===== src/rtl/i2cmbe_pkg.sv =====
package i2cmbe_pkg;

    // Command codes carried on the slave-side tuser
    localparam logic [2:0] CMD_TICK  = 3'd0;
    localparam logic [2:0] CMD_START = 3'd1;
    localparam logic [2:0] CMD_STOP  = 3'd2;
    localparam logic [2:0] CMD_WRITE = 3'd3;
    localparam logic [2:0] CMD_READ  = 3'd4;

    // Configuration register indexes
    localparam int          CFG_IDX_W          = 1;
    localparam logic [0:0]  CFG_HALF_BIT_TICKS = 1'd0;
    localparam logic [0:0]  CFG_ACK_TIMEOUT    = 1'd1;

    // Configuration reset values
    localparam logic [7:0]  HALF_BIT_RESET     = 8'd4;
    localparam logic [7:0]  ACK_TIMEOUT_RESET  = 8'd250;

    // Default depth of the queue between front and back
    localparam int          QUEUE_DEPTH_DEF    = 4;

    // Packed widths of the stream payloads
    localparam int          IN_DATA_W          = 16;
    localparam int          IN_USER_W          = 3;
    localparam int          OUT_DATA_W         = 16;

    // One classified tick as it travels through the queue
    typedef struct packed {
        logic       start;
        logic       stop;
        logic       write;
        logic       read;
        logic [7:0] wr_data;
        logic       send_nack;
        logic       sda_in;
    } item_t;

    // Live configuration seen by the back end
    typedef struct packed {
        logic [7:0] half_bit_ticks;
        logic [7:0] ack_timeout;
    } cfg_t;

endpackage


===== src/rtl/i2cmbe_front.sv =====
module i2cmbe_front
(
    input  logic [i2cmbe_pkg::IN_USER_W-1:0] cmd,
    input  logic [i2cmbe_pkg::IN_DATA_W-1:0] data,
    output i2cmbe_pkg::item_t                item
);

    // Classify the command; unknown codes become a plain tick
    always_comb
    begin
        item           = '0;
        item.wr_data   = data[7:0];
        item.send_nack = data[8];
        item.sda_in    = data[9];
        unique case (cmd)
            i2cmbe_pkg::CMD_START: item.start = 1'b1;
            i2cmbe_pkg::CMD_STOP:  item.stop  = 1'b1;
            i2cmbe_pkg::CMD_WRITE: item.write = 1'b1;
            i2cmbe_pkg::CMD_READ:  item.read  = 1'b1;
            default:               ;
        endcase
    end

endmodule


===== src/rtl/i2cmbe_queue.sv =====
module i2cmbe_queue
#(
    parameter int DEPTH = i2cmbe_pkg::QUEUE_DEPTH_DEF
)
(
    input  logic              clk,
    input  logic              rst_n,
    input  logic              push,
    input  i2cmbe_pkg::item_t push_item,
    output logic              full,
    input  logic              pop,
    output logic              not_empty,
    output i2cmbe_pkg::item_t pop_item
);

    localparam int PTR_W = (DEPTH > 1) ? $clog2(DEPTH) : 1;
    localparam int CNT_W = $clog2(DEPTH + 1);
    localparam logic [PTR_W-1:0] LAST_PTR = PTR_W'(DEPTH - 1);
    localparam logic [CNT_W-1:0] FULL_CNT = CNT_W'(DEPTH);

    i2cmbe_pkg::item_t mem [DEPTH];

    logic [PTR_W-1:0] wr_ptr_reg, wr_ptr_next;
    logic [PTR_W-1:0] rd_ptr_reg, rd_ptr_next;
    logic [CNT_W-1:0] count_reg, count_next;
    logic             do_push;
    logic             do_pop;

    assign full      = (count_reg == FULL_CNT);
    assign not_empty = (count_reg != '0);
    assign do_push   = push && !full;
    assign do_pop    = pop && not_empty;
    assign pop_item  = mem[rd_ptr_reg];

    // Advance pointers with wrap and track occupancy
    always_comb
    begin
        wr_ptr_next = wr_ptr_reg;
        rd_ptr_next = rd_ptr_reg;
        count_next  = count_reg;
        if (do_push)
        begin
            wr_ptr_next = (wr_ptr_reg == LAST_PTR) ? '0 : wr_ptr_reg + PTR_W'(1);
        end
        if (do_pop)
        begin
            rd_ptr_next = (rd_ptr_reg == LAST_PTR) ? '0 : rd_ptr_reg + PTR_W'(1);
        end
        if (do_push && !do_pop)
        begin
            count_next = count_reg + CNT_W'(1);
        end
        else if (do_pop && !do_push)
        begin
            count_next = count_reg - CNT_W'(1);
        end
    end

    always_ff @(posedge clk or negedge rst_n)
    begin
        if (!rst_n)
        begin
            wr_ptr_reg <= '0;
            rd_ptr_reg <= '0;
            count_reg  <= '0;
        end
        else
        begin
            wr_ptr_reg <= wr_ptr_next;
            rd_ptr_reg <= rd_ptr_next;
            count_reg  <= count_next;
        end
    end

    // Store the entry
    always_ff @(posedge clk)
    begin
        if (do_push)
        begin
            mem[wr_ptr_reg] <= push_item;
        end
    end

endmodule


===== src/rtl/i2cmbe_back.sv =====
module i2cmbe_back
(
    input  logic                              clk,
    input  logic                              rst_n,
    input  i2cmbe_pkg::cfg_t                  cfg,
    input  logic                              item_valid,
    input  i2cmbe_pkg::item_t                 item,
    output logic                              item_pop,
    output logic                              m_tvalid,
    input  logic                              m_tready,
    output logic [i2cmbe_pkg::OUT_DATA_W-1:0] m_tdata
);

    localparam logic [3:0] PH_IDLE    = 4'd0;
    localparam logic [3:0] PH_START_A = 4'd1;
    localparam logic [3:0] PH_START_B = 4'd2;
    localparam logic [3:0] PH_STOP_A  = 4'd3;
    localparam logic [3:0] PH_STOP_B  = 4'd4;
    localparam logic [3:0] PH_WR_LOW  = 4'd5;
    localparam logic [3:0] PH_WR_HIGH = 4'd6;
    localparam logic [3:0] PH_WA_LOW  = 4'd7;
    localparam logic [3:0] PH_WA_HIGH = 4'd8;
    localparam logic [3:0] PH_RD_LOW  = 4'd9;
    localparam logic [3:0] PH_RD_HIGH = 4'd10;
    localparam logic [3:0] PH_RA_LOW  = 4'd11;
    localparam logic [3:0] PH_RA_HIGH = 4'd12;

    logic [3:0] phase_reg,   phase_next;
    logic [3:0] bit_idx_reg, bit_idx_next;
    logic [7:0] shift_reg,   shift_next;
    logic [7:0] tick_reg,    tick_next;
    logic [7:0] ackw_reg,    ackw_next;
    logic       scl_reg,     scl_next;
    logic       sda_reg,     sda_next;
    logic       nack_reg,    nack_next;
    logic [7:0] rd_byte_reg, rd_byte_next;
    logic       rd_nack_reg, rd_nack_next;

    logic                              out_valid_reg;
    logic [i2cmbe_pkg::OUT_DATA_W-1:0] out_data_reg;

    logic       done;
    logic [7:0] hb;
    logic [7:0] tick_inc;
    logic [3:0] bit_idx_inc;

    // Take the next tick whenever the output slot is free or draining
    assign item_pop = item_valid && (!out_valid_reg || m_tready);
    assign m_tvalid = out_valid_reg;
    assign m_tdata  = out_data_reg;

    // Bus sequencer: one tick per popped item
    always_comb
    begin
        phase_next   = phase_reg;
        bit_idx_next = bit_idx_reg;
        shift_next   = shift_reg;
        tick_next    = tick_reg;
        ackw_next    = ackw_reg;
        scl_next     = scl_reg;
        sda_next     = sda_reg;
        nack_next    = nack_reg;
        rd_byte_next = rd_byte_reg;
        rd_nack_next = rd_nack_reg;
        done         = 1'b0;
        hb           = (cfg.half_bit_ticks == '0) ? 8'd1 : cfg.half_bit_ticks;
        tick_inc     = tick_reg + 8'd1;
        bit_idx_inc  = bit_idx_reg + 4'd1;

        if (phase_reg == PH_IDLE)
        begin
            // Launch a command
            if (item.start)
            begin
                phase_next = PH_START_A;
                scl_next   = 1'b1;
                sda_next   = 1'b1;
                tick_next  = '0;
            end
            else if (item.stop)
            begin
                phase_next = PH_STOP_A;
                scl_next   = 1'b0;
                sda_next   = 1'b0;
                tick_next  = '0;
            end
            else if (item.write)
            begin
                shift_next   = item.wr_data;
                bit_idx_next = '0;
                nack_next    = 1'b0;
                phase_next   = PH_WR_LOW;
                scl_next     = 1'b0;
                sda_next     = item.wr_data[7];
                tick_next    = '0;
            end
            else if (item.read)
            begin
                shift_next   = '0;
                bit_idx_next = '0;
                rd_nack_next = item.send_nack;
                phase_next   = PH_RD_LOW;
                scl_next     = 1'b0;
                sda_next     = 1'b1;
                tick_next    = '0;
            end
        end
        else if (phase_reg == PH_WA_HIGH)
        begin
            // Wait for the slave to pull SDA low, or time out into a stop
            if (!item.sda_in)
            begin
                nack_next  = 1'b0;
                scl_next   = 1'b0;
                phase_next = PH_IDLE;
                done       = 1'b1;
            end
            else if (ackw_reg >= cfg.ack_timeout)
            begin
                nack_next  = 1'b1;
                phase_next = PH_STOP_A;
                scl_next   = 1'b0;
                sda_next   = 1'b0;
                tick_next  = '0;
            end
            else
            begin
                ackw_next = ackw_reg + 8'd1;
            end
        end
        else
        begin
            // Timed segments: advance when the half bit expires
            tick_next = tick_inc;
            if (tick_inc >= hb)
            begin
                tick_next = '0;
                unique case (phase_reg)
                    PH_START_A:
                    begin
                        phase_next = PH_START_B;
                        scl_next   = 1'b1;
                        sda_next   = 1'b0;
                    end
                    PH_START_B:
                    begin
                        tick_next  = tick_inc;
                        scl_next   = 1'b0;
                        phase_next = PH_IDLE;
                        done       = 1'b1;
                    end
                    PH_STOP_A:
                    begin
                        phase_next = PH_STOP_B;
                        scl_next   = 1'b1;
                        sda_next   = 1'b0;
                    end
                    PH_STOP_B:
                    begin
                        tick_next  = tick_inc;
                        sda_next   = 1'b1;
                        phase_next = PH_IDLE;
                        done       = 1'b1;
                    end
                    PH_WR_LOW:
                    begin
                        phase_next = PH_WR_HIGH;
                        scl_next   = 1'b1;
                    end
                    PH_WR_HIGH:
                    begin
                        shift_next   = {shift_reg[6:0], 1'b0};
                        bit_idx_next = bit_idx_inc;
                        scl_next     = 1'b0;
                        if (bit_idx_inc < 4'd8)
                        begin
                            phase_next = PH_WR_LOW;
                            sda_next   = shift_reg[6];
                        end
                        else
                        begin
                            phase_next = PH_WA_LOW;
                            sda_next   = 1'b1;
                        end
                    end
                    PH_WA_LOW:
                    begin
                        ackw_next  = '0;
                        phase_next = PH_WA_HIGH;
                        scl_next   = 1'b1;
                        sda_next   = 1'b1;
                    end
                    PH_RD_LOW:
                    begin
                        phase_next = PH_RD_HIGH;
                        scl_next   = 1'b1;
                        sda_next   = 1'b1;
                    end
                    PH_RD_HIGH:
                    begin
                        shift_next   = {shift_reg[6:0], item.sda_in};
                        bit_idx_next = bit_idx_inc;
                        scl_next     = 1'b0;
                        if (bit_idx_inc < 4'd8)
                        begin
                            phase_next = PH_RD_LOW;
                            sda_next   = 1'b1;
                        end
                        else
                        begin
                            phase_next = PH_RA_LOW;
                            sda_next   = rd_nack_reg;
                        end
                    end
                    PH_RA_LOW:
                    begin
                        phase_next = PH_RA_HIGH;
                        scl_next   = 1'b1;
                        sda_next   = rd_nack_reg;
                    end
                    PH_RA_HIGH:
                    begin
                        tick_next    = tick_inc;
                        rd_byte_next = shift_reg;
                        scl_next     = 1'b0;
                        phase_next   = PH_IDLE;
                        done         = 1'b1;
                    end
                    default:
                    begin
                        tick_next  = tick_inc;
                        phase_next = PH_IDLE;
                    end
                endcase
            end
        end
    end

    // Update engine state and load the result slot
    always_ff @(posedge clk or negedge rst_n)
    begin
        if (!rst_n)
        begin
            phase_reg     <= PH_IDLE;
            bit_idx_reg   <= '0;
            shift_reg     <= '0;
            tick_reg      <= '0;
            ackw_reg      <= '0;
            scl_reg       <= 1'b1;
            sda_reg       <= 1'b1;
            nack_reg      <= 1'b0;
            rd_byte_reg   <= '0;
            rd_nack_reg   <= 1'b0;
            out_valid_reg <= 1'b0;
        end
        else
        begin
            if (item_pop)
            begin
                phase_reg     <= phase_next;
                bit_idx_reg   <= bit_idx_next;
                shift_reg     <= shift_next;
                tick_reg      <= tick_next;
                ackw_reg      <= ackw_next;
                scl_reg       <= scl_next;
                sda_reg       <= sda_next;
                nack_reg      <= nack_next;
                rd_byte_reg   <= rd_byte_next;
                rd_nack_reg   <= rd_nack_next;
                out_valid_reg <= 1'b1;
            end
            else if (m_tready)
            begin
                out_valid_reg <= 1'b0;
            end
        end
    end

    // Result payload
    always_ff @(posedge clk)
    begin
        if (item_pop)
        begin
            out_data_reg <= {3'b000, nack_next, rd_byte_next, done,
                             (phase_next != PH_IDLE), sda_next, scl_next};
        end
    end

endmodule


===== src/rtl/i2c_master_byte_engine.sv =====
// Channel  | Dir | Signals                        | Contents
// slave    | in  | s_tvalid s_tready s_tdata s_tuser | one bus tick, optional command
// master   | out | m_tvalid m_tready m_tdata      | line levels and status after the tick
// config   | in  | cfg_we cfg_addr cfg_wdata      | 0 half_bit_ticks, 1 ack_timeout
//
// One tick per clock cycle sustained while m_tready is high; a tick's result is presented
// through the queue entry written at acceptance, then the sequencer result register.
// The sequencer updates bus state once per tick; that step sets the rate.
// Reset is asynchronous, active low; SCL and SDA come up released.
// A stalled master side fills the queue, then drops s_tready.
module i2c_master_byte_engine
#(
    parameter int QUEUE_DEPTH = i2cmbe_pkg::QUEUE_DEPTH_DEF
)
(
    input  logic                               clk,
    input  logic                               rst_n,
    input  logic                               s_tvalid,
    output logic                               s_tready,
    // [7:0] wr_data, [8] send_nack, [9] sda_in, [15:10] zero
    input  logic [i2cmbe_pkg::IN_DATA_W-1:0]   s_tdata,
    // [2:0] cmd
    input  logic [i2cmbe_pkg::IN_USER_W-1:0]   s_tuser,
    output logic                               m_tvalid,
    input  logic                               m_tready,
    // [0] scl, [1] sda_release, [2] busy_res, [3] done_res,
    // [11:4] read_data, [12] ack_failed, [15:13] zero
    output logic [i2cmbe_pkg::OUT_DATA_W-1:0]  m_tdata,
    input  logic                               cfg_we,
    input  logic [i2cmbe_pkg::CFG_IDX_W-1:0]   cfg_addr,
    input  logic [7:0]                         cfg_wdata
);

    i2cmbe_pkg::item_t front_item;
    i2cmbe_pkg::item_t queue_item;
    i2cmbe_pkg::cfg_t  cfg;
    logic              queue_full;
    logic              queue_not_empty;
    logic              queue_pop;
    logic [7:0]        half_bit_reg;
    logic [7:0]        ack_timeout_reg;

    assign s_tready           = !queue_full;
    assign cfg.half_bit_ticks = half_bit_reg;
    assign cfg.ack_timeout    = ack_timeout_reg;

    // Hold configuration registers
    always_ff @(posedge clk or negedge rst_n)
    begin
        if (!rst_n)
        begin
            half_bit_reg    <= i2cmbe_pkg::HALF_BIT_RESET;
            ack_timeout_reg <= i2cmbe_pkg::ACK_TIMEOUT_RESET;
        end
        else if (cfg_we)
        begin
            unique case (cfg_addr)
                i2cmbe_pkg::CFG_HALF_BIT_TICKS: half_bit_reg    <= cfg_wdata;
                i2cmbe_pkg::CFG_ACK_TIMEOUT:    ack_timeout_reg <= cfg_wdata;
                default:                        ;
            endcase
        end
    end

    i2cmbe_front u_front
    (
        .cmd  (s_tuser),
        .data (s_tdata),
        .item (front_item)
    );

    i2cmbe_queue
    #(
        .DEPTH (QUEUE_DEPTH)
    )
    u_queue
    (
        .clk       (clk),
        .rst_n     (rst_n),
        .push      (s_tvalid),
        .push_item (front_item),
        .full      (queue_full),
        .pop       (queue_pop),
        .not_empty (queue_not_empty),
        .pop_item  (queue_item)
    );

    i2cmbe_back u_back
    (
        .clk        (clk),
        .rst_n      (rst_n),
        .cfg        (cfg),
        .item_valid (queue_not_empty),
        .item       (queue_item),
        .item_pop   (queue_pop),
        .m_tvalid   (m_tvalid),
        .m_tready   (m_tready),
        .m_tdata    (m_tdata)
    );

endmodule

===== config.mk =====
export PLATFORM = sky130hd
export DESIGN_NAME = i2c_master_byte_engine
export DESIGN_NICKNAME = d
export VERILOG_FILES = /design/src/rtl/i2cmbe_pkg.sv /design/src/rtl/i2cmbe_front.sv /design/src/rtl/i2cmbe_queue.sv /design/src/rtl/i2cmbe_back.sv /design/src/rtl/i2c_master_byte_engine.sv
export SDC_FILE = /design/constraint.sdc
export NUM_CORES = 1
export LEC_CHECK = 0
export BUFFER_PORTS_ARGS = -buffer_cell sky130_fd_sc_hd__buf_2
export CAP_MARGIN = 20
export CORE_MARGIN = 2
export CORE_UTILIZATION = 65
export CTS_CLUSTER_DIAMETER = 80
export CTS_CLUSTER_SIZE = 8
export DETAILED_ROUTE_END_ITERATION = 12
export PLACE_DENSITY_LB_ADDON = 0.3
export RECOVER_POWER = 25
export SLEW_MARGIN = 15
export SYNTH_ARGS = -nofsm -noshare
export SYNTH_HDL_FRONTEND = slang
export SYNTH_SLANG_ARGS = --single-unit
export TNS_END_PERCENT = 20

===== constraint.sdc =====
create_clock -name clk -period 5.6 [get_ports clk]
set_clock_uncertainty 0.15 [all_clocks]
set_input_delay 0.28 -clock clk [delete_from_list [all_inputs] [get_ports clk]]
set_output_delay 0.28 -clock clk [all_outputs]
set_load 0.01 [all_outputs]

==> results.sh <==
export IMPL_outcome="complete, but fails checks"
export IMPL_violations="max-capacitance violations, max-slew violations"
export IMPL_crit_path_top_delay_cell="o31ai_4"
export IMPL_dpl_cell_area_um2=7080
export IMPL_cts_root_buf="clkbuf_8"
export IMPL_io_buffers=41
export IMPL_first_pass_iters=5
export IMPL_vias=4714
export IMPL_timing_critical_path_mode_cell="ha_1"
export IMPL_synth_edf_count=69
export IMPL_cp_start_kind="register"
export IMPL_start_util=0.665
export IMPL_clk_pin_slew_worst_paths_ns=0.06
export IMPL_synth_cell_types=73
export IMPL_slew_violations=69
export IMPL_routabilityCongestion=0.868
export IMPL_dp_cells=709
export IMPL_path_delay_family="compound AO/OA/AOI/OAI gates"
export IMPL_finalCritPeriodShare=0.710
export IMPL_ioPinCount=51
export IMPL_setup_viol=0
export IMPL_fp_row_count=37
export IMPL_post_cts_resized=0
export IMPL_antenna_cells=0
export IMPL_finalPower_mw=3.62
export IMPL_fin_ws_ns=1.63
export IMPL_maxCapViolCount=1
export IMPL_drive_gt1_frac=0.189
export IMPL_detail_route_antenna_nets=0
export IMPL_synthTopCellsByArea="edfxtp_1 30%, dfrtp_1 22%, mux2_2 6.3%"
export IMPL_fillCellCount=654
export IMPL_die_w_um=106
export IMPL_synth_ff_type="edfxtp_1"
export IMPL_seq_area_um2=3780
export IMPL_cp_end_kind="register"
export IMPL_synth_most_common_cell="edfxtp_1"
export IMPL_ys_warn_count=0
export IMPL_ys_seq_elements=137
export IMPL_cts_buffers=17
export IMPL_cp_num_buf_inv=0
export IMPL_clockBufferDepth=2
export IMPL_period_needed_ns=3.97
export IMPL_ys_seq_area_frac=0.556
export IMPL_async_flop_share=0.496
export IMPL_synth_common_cells="69 x edfxtp_1, 61 x nand2_1, 59 x dfrtp_1, 39 x o21ai_0, 38 x mux2_2"
export IMPL_worstSetupPathType="reg2reg"
export IMPL_largest_reg_flops=56
export IMPL_peakVddDrop_mv=0.291
export IMPL_dieArea_um2=11300
export IMPL_netlist_area_um2=6810
export IMPL_cts_htree_levels=4
export IMPL_clock_sinks=137
export IMPL_final_cell_count_no_fill=765
export IMPL_grt_max_degree=69
export IMPL_synth_largest_area_cell="edfxtp_1"
export IMPL_viasPerCell=6.16
export IMPL_tns_ns=0
export IMPL_syn_area_per_cell_um2=12.3
export IMPL_finalHoldViolCount=0
export IMPL_synthToLayoutAreaGrowth_pct=15.0
export IMPL_pre_cts_ws_ns=1.75
export IMPL_drt_wirelength_per_cell_um=18.4
export IMPL_synth_top_area_share=0.304
export IMPL_cts_tree="built"
export IMPL_final_util=0.765
export IMPL_multi_input_area_um2=2790
export IMPL_hold_buffers=24
export IMPL_synth_cells=552
export IMPL_critPathMaxFanout=19
export IMPL_power_density_nw_per_um2=462
export IMPL_drc_errors=0
export IMPL_nets=675
export IMPL_core_area_um2=10200
export IMPL_design_area_um2=7830
export IMPL_rsz0062_at_grt="false"
export IMPL_grt_pass1_vias=4680
export IMPL_first_iter_violations=394
export IMPL_die_h_um=106
export IMPL_hold_path_class="in2reg"
export IMPL_relSlewSlack=-1.46
export IMPL_path_cells="ha_1 -> nand3_1 -> nor2_1 -> xor2_1 -> ha_1 -> nand4_1 -> o31ai_4 -> a32oi_1 -> or4_1 -> a21boi_1"
export IMPL_overflow=0
export IMPL_whs_ns=0.109
export IMPL_cp_arrival_ns=4.27
export IMPL_grt_pass1_wl_um=22800
export IMPL_grtUsageTotal=0.266
export IMPL_tightest_slew_ns=3.69
export IMPL_max_stage_delay_ns=0.79
export IMPL_regMostFlops="u_queue.mem"
export IMPL_power_leakage_nw=3.23
export IMPL_antenna_found_initial=0
export IMPL_insertion_delay_ns=0.53
export IMPL_timing_fmax_ghz=0.252
export IMPL_post_cts_buffers=0
export IMPL_dp_hpwl_um=8980
export IMPL_cp_required_ns=5.90
export IMPL_routed_wl_um=14100
[routing by layer]
layer | vias to the layer above | wire, um | global-route usage
met5 | - | 0 | 0
met4 | 0 | 297 | 0.113
met3 | 32 | 687 | 0.0582
met2 | 148 | 7050 | 0.439
met1 | 2359 | 6060 | 0.343
li1 | 2175 | - | -
[logic make-up (layout without fill, tap and decap cells)]
kind of cell	Yosys count	after routing	synth area share
AND/OR/NAND/NOR	162	162	0.121
flip-flops	137	137	0.556
AO/OA/AOI/OAI	108	108	0.109
multiplexers	55	55	0.117
buffers and inverters	54	129	0.0358
adder cells (fa/ha/maj)	26	26	0.0489
XOR/XNOR	9	9	0.0116
other	1	3	0.000551
[area by class of cell]
| class | instances | area share |
|---|---|---|
| sequential | 137 | 0.483 |
| multi-input combinational | 363 | 0.356 |
| timing repair buffer | 67 | 0.0551 |
| clock buffer | 19 | 0.0539 |
| tap | 136 | 0.0217 |
| clock inverter | 13 | 0.0152 |
| inverter | 30 | 0.0144 |
[report_power, final]
group / switching, mW / internal (mW) / total, mW
clock network: 0.432 / 0.592 / 1.02
registers: 0.221 / 1.30 / 1.53
logic: 0.617 / 0.451 / 1.07
total: 1.27 / 2.35 / 3.62
[worst paths after layout]
kind | slack [ns] | cells past startpoint | endpoint | startpoint
worst max register to register | 1.63 | 10 | u_back.ackw_reg[7]$_DFFE_PN0P_ | u_back.tick_reg[0]$_DFFE_PN0P_
worst min register to register | 0.35 | 2 | u_back.sda_reg$_DFFE_PN1P_ | u_back.sda_reg$_DFFE_PN1P_
worst max-delay path | 1.63 | 10 | u_back.ackw_reg[7]$_DFFE_PN0P_ | u_back.tick_reg[0]$_DFFE_PN0P_
min in group asynchronous | 1.49 | 3 | u_back.tick_reg[3]$_DFFE_PN0P_ | rst_n
max in group asynchronous | 1.71 | 3 | u_back.phase_reg[0]$_DFFE_PN0P_ | rst_n
worst min-delay path | 0.11 | 4 | half_bit_reg[2]$_DFFE_PN1P_ | cfg_addr
[worst register-to-register path, cell delays in order (launching register included)]
cell	delay (ns)
dfrtp_1	0.43
ha_1	0.26
nand3_1	0.16
nor2_1	0.16
xor2_1	0.22
ha_1	0.20
nand4_1	0.17
o31ai_4	0.79
a32oi_1	0.57
or4_1	0.63
a21boi_1	0.17
[cells in the final DEF (no fill, tap or decap), types with 16 or more instances in the layout]
cell           Yosys  layout
edfxtp_1          69      69
mux2_2            38      37
ha_1              25      25
nand2_1           61      61
dlygate4sd3_1      0      24
inv_1             29      29
nor2_1            27      27
nand3_1           17      17
clkbuf_1          11      23
dfrtp_1           59      59
o21ai_0           39      39
buf_2              6      21
clkbuf_16          0      16
Power figures use the tool's default switching activity.
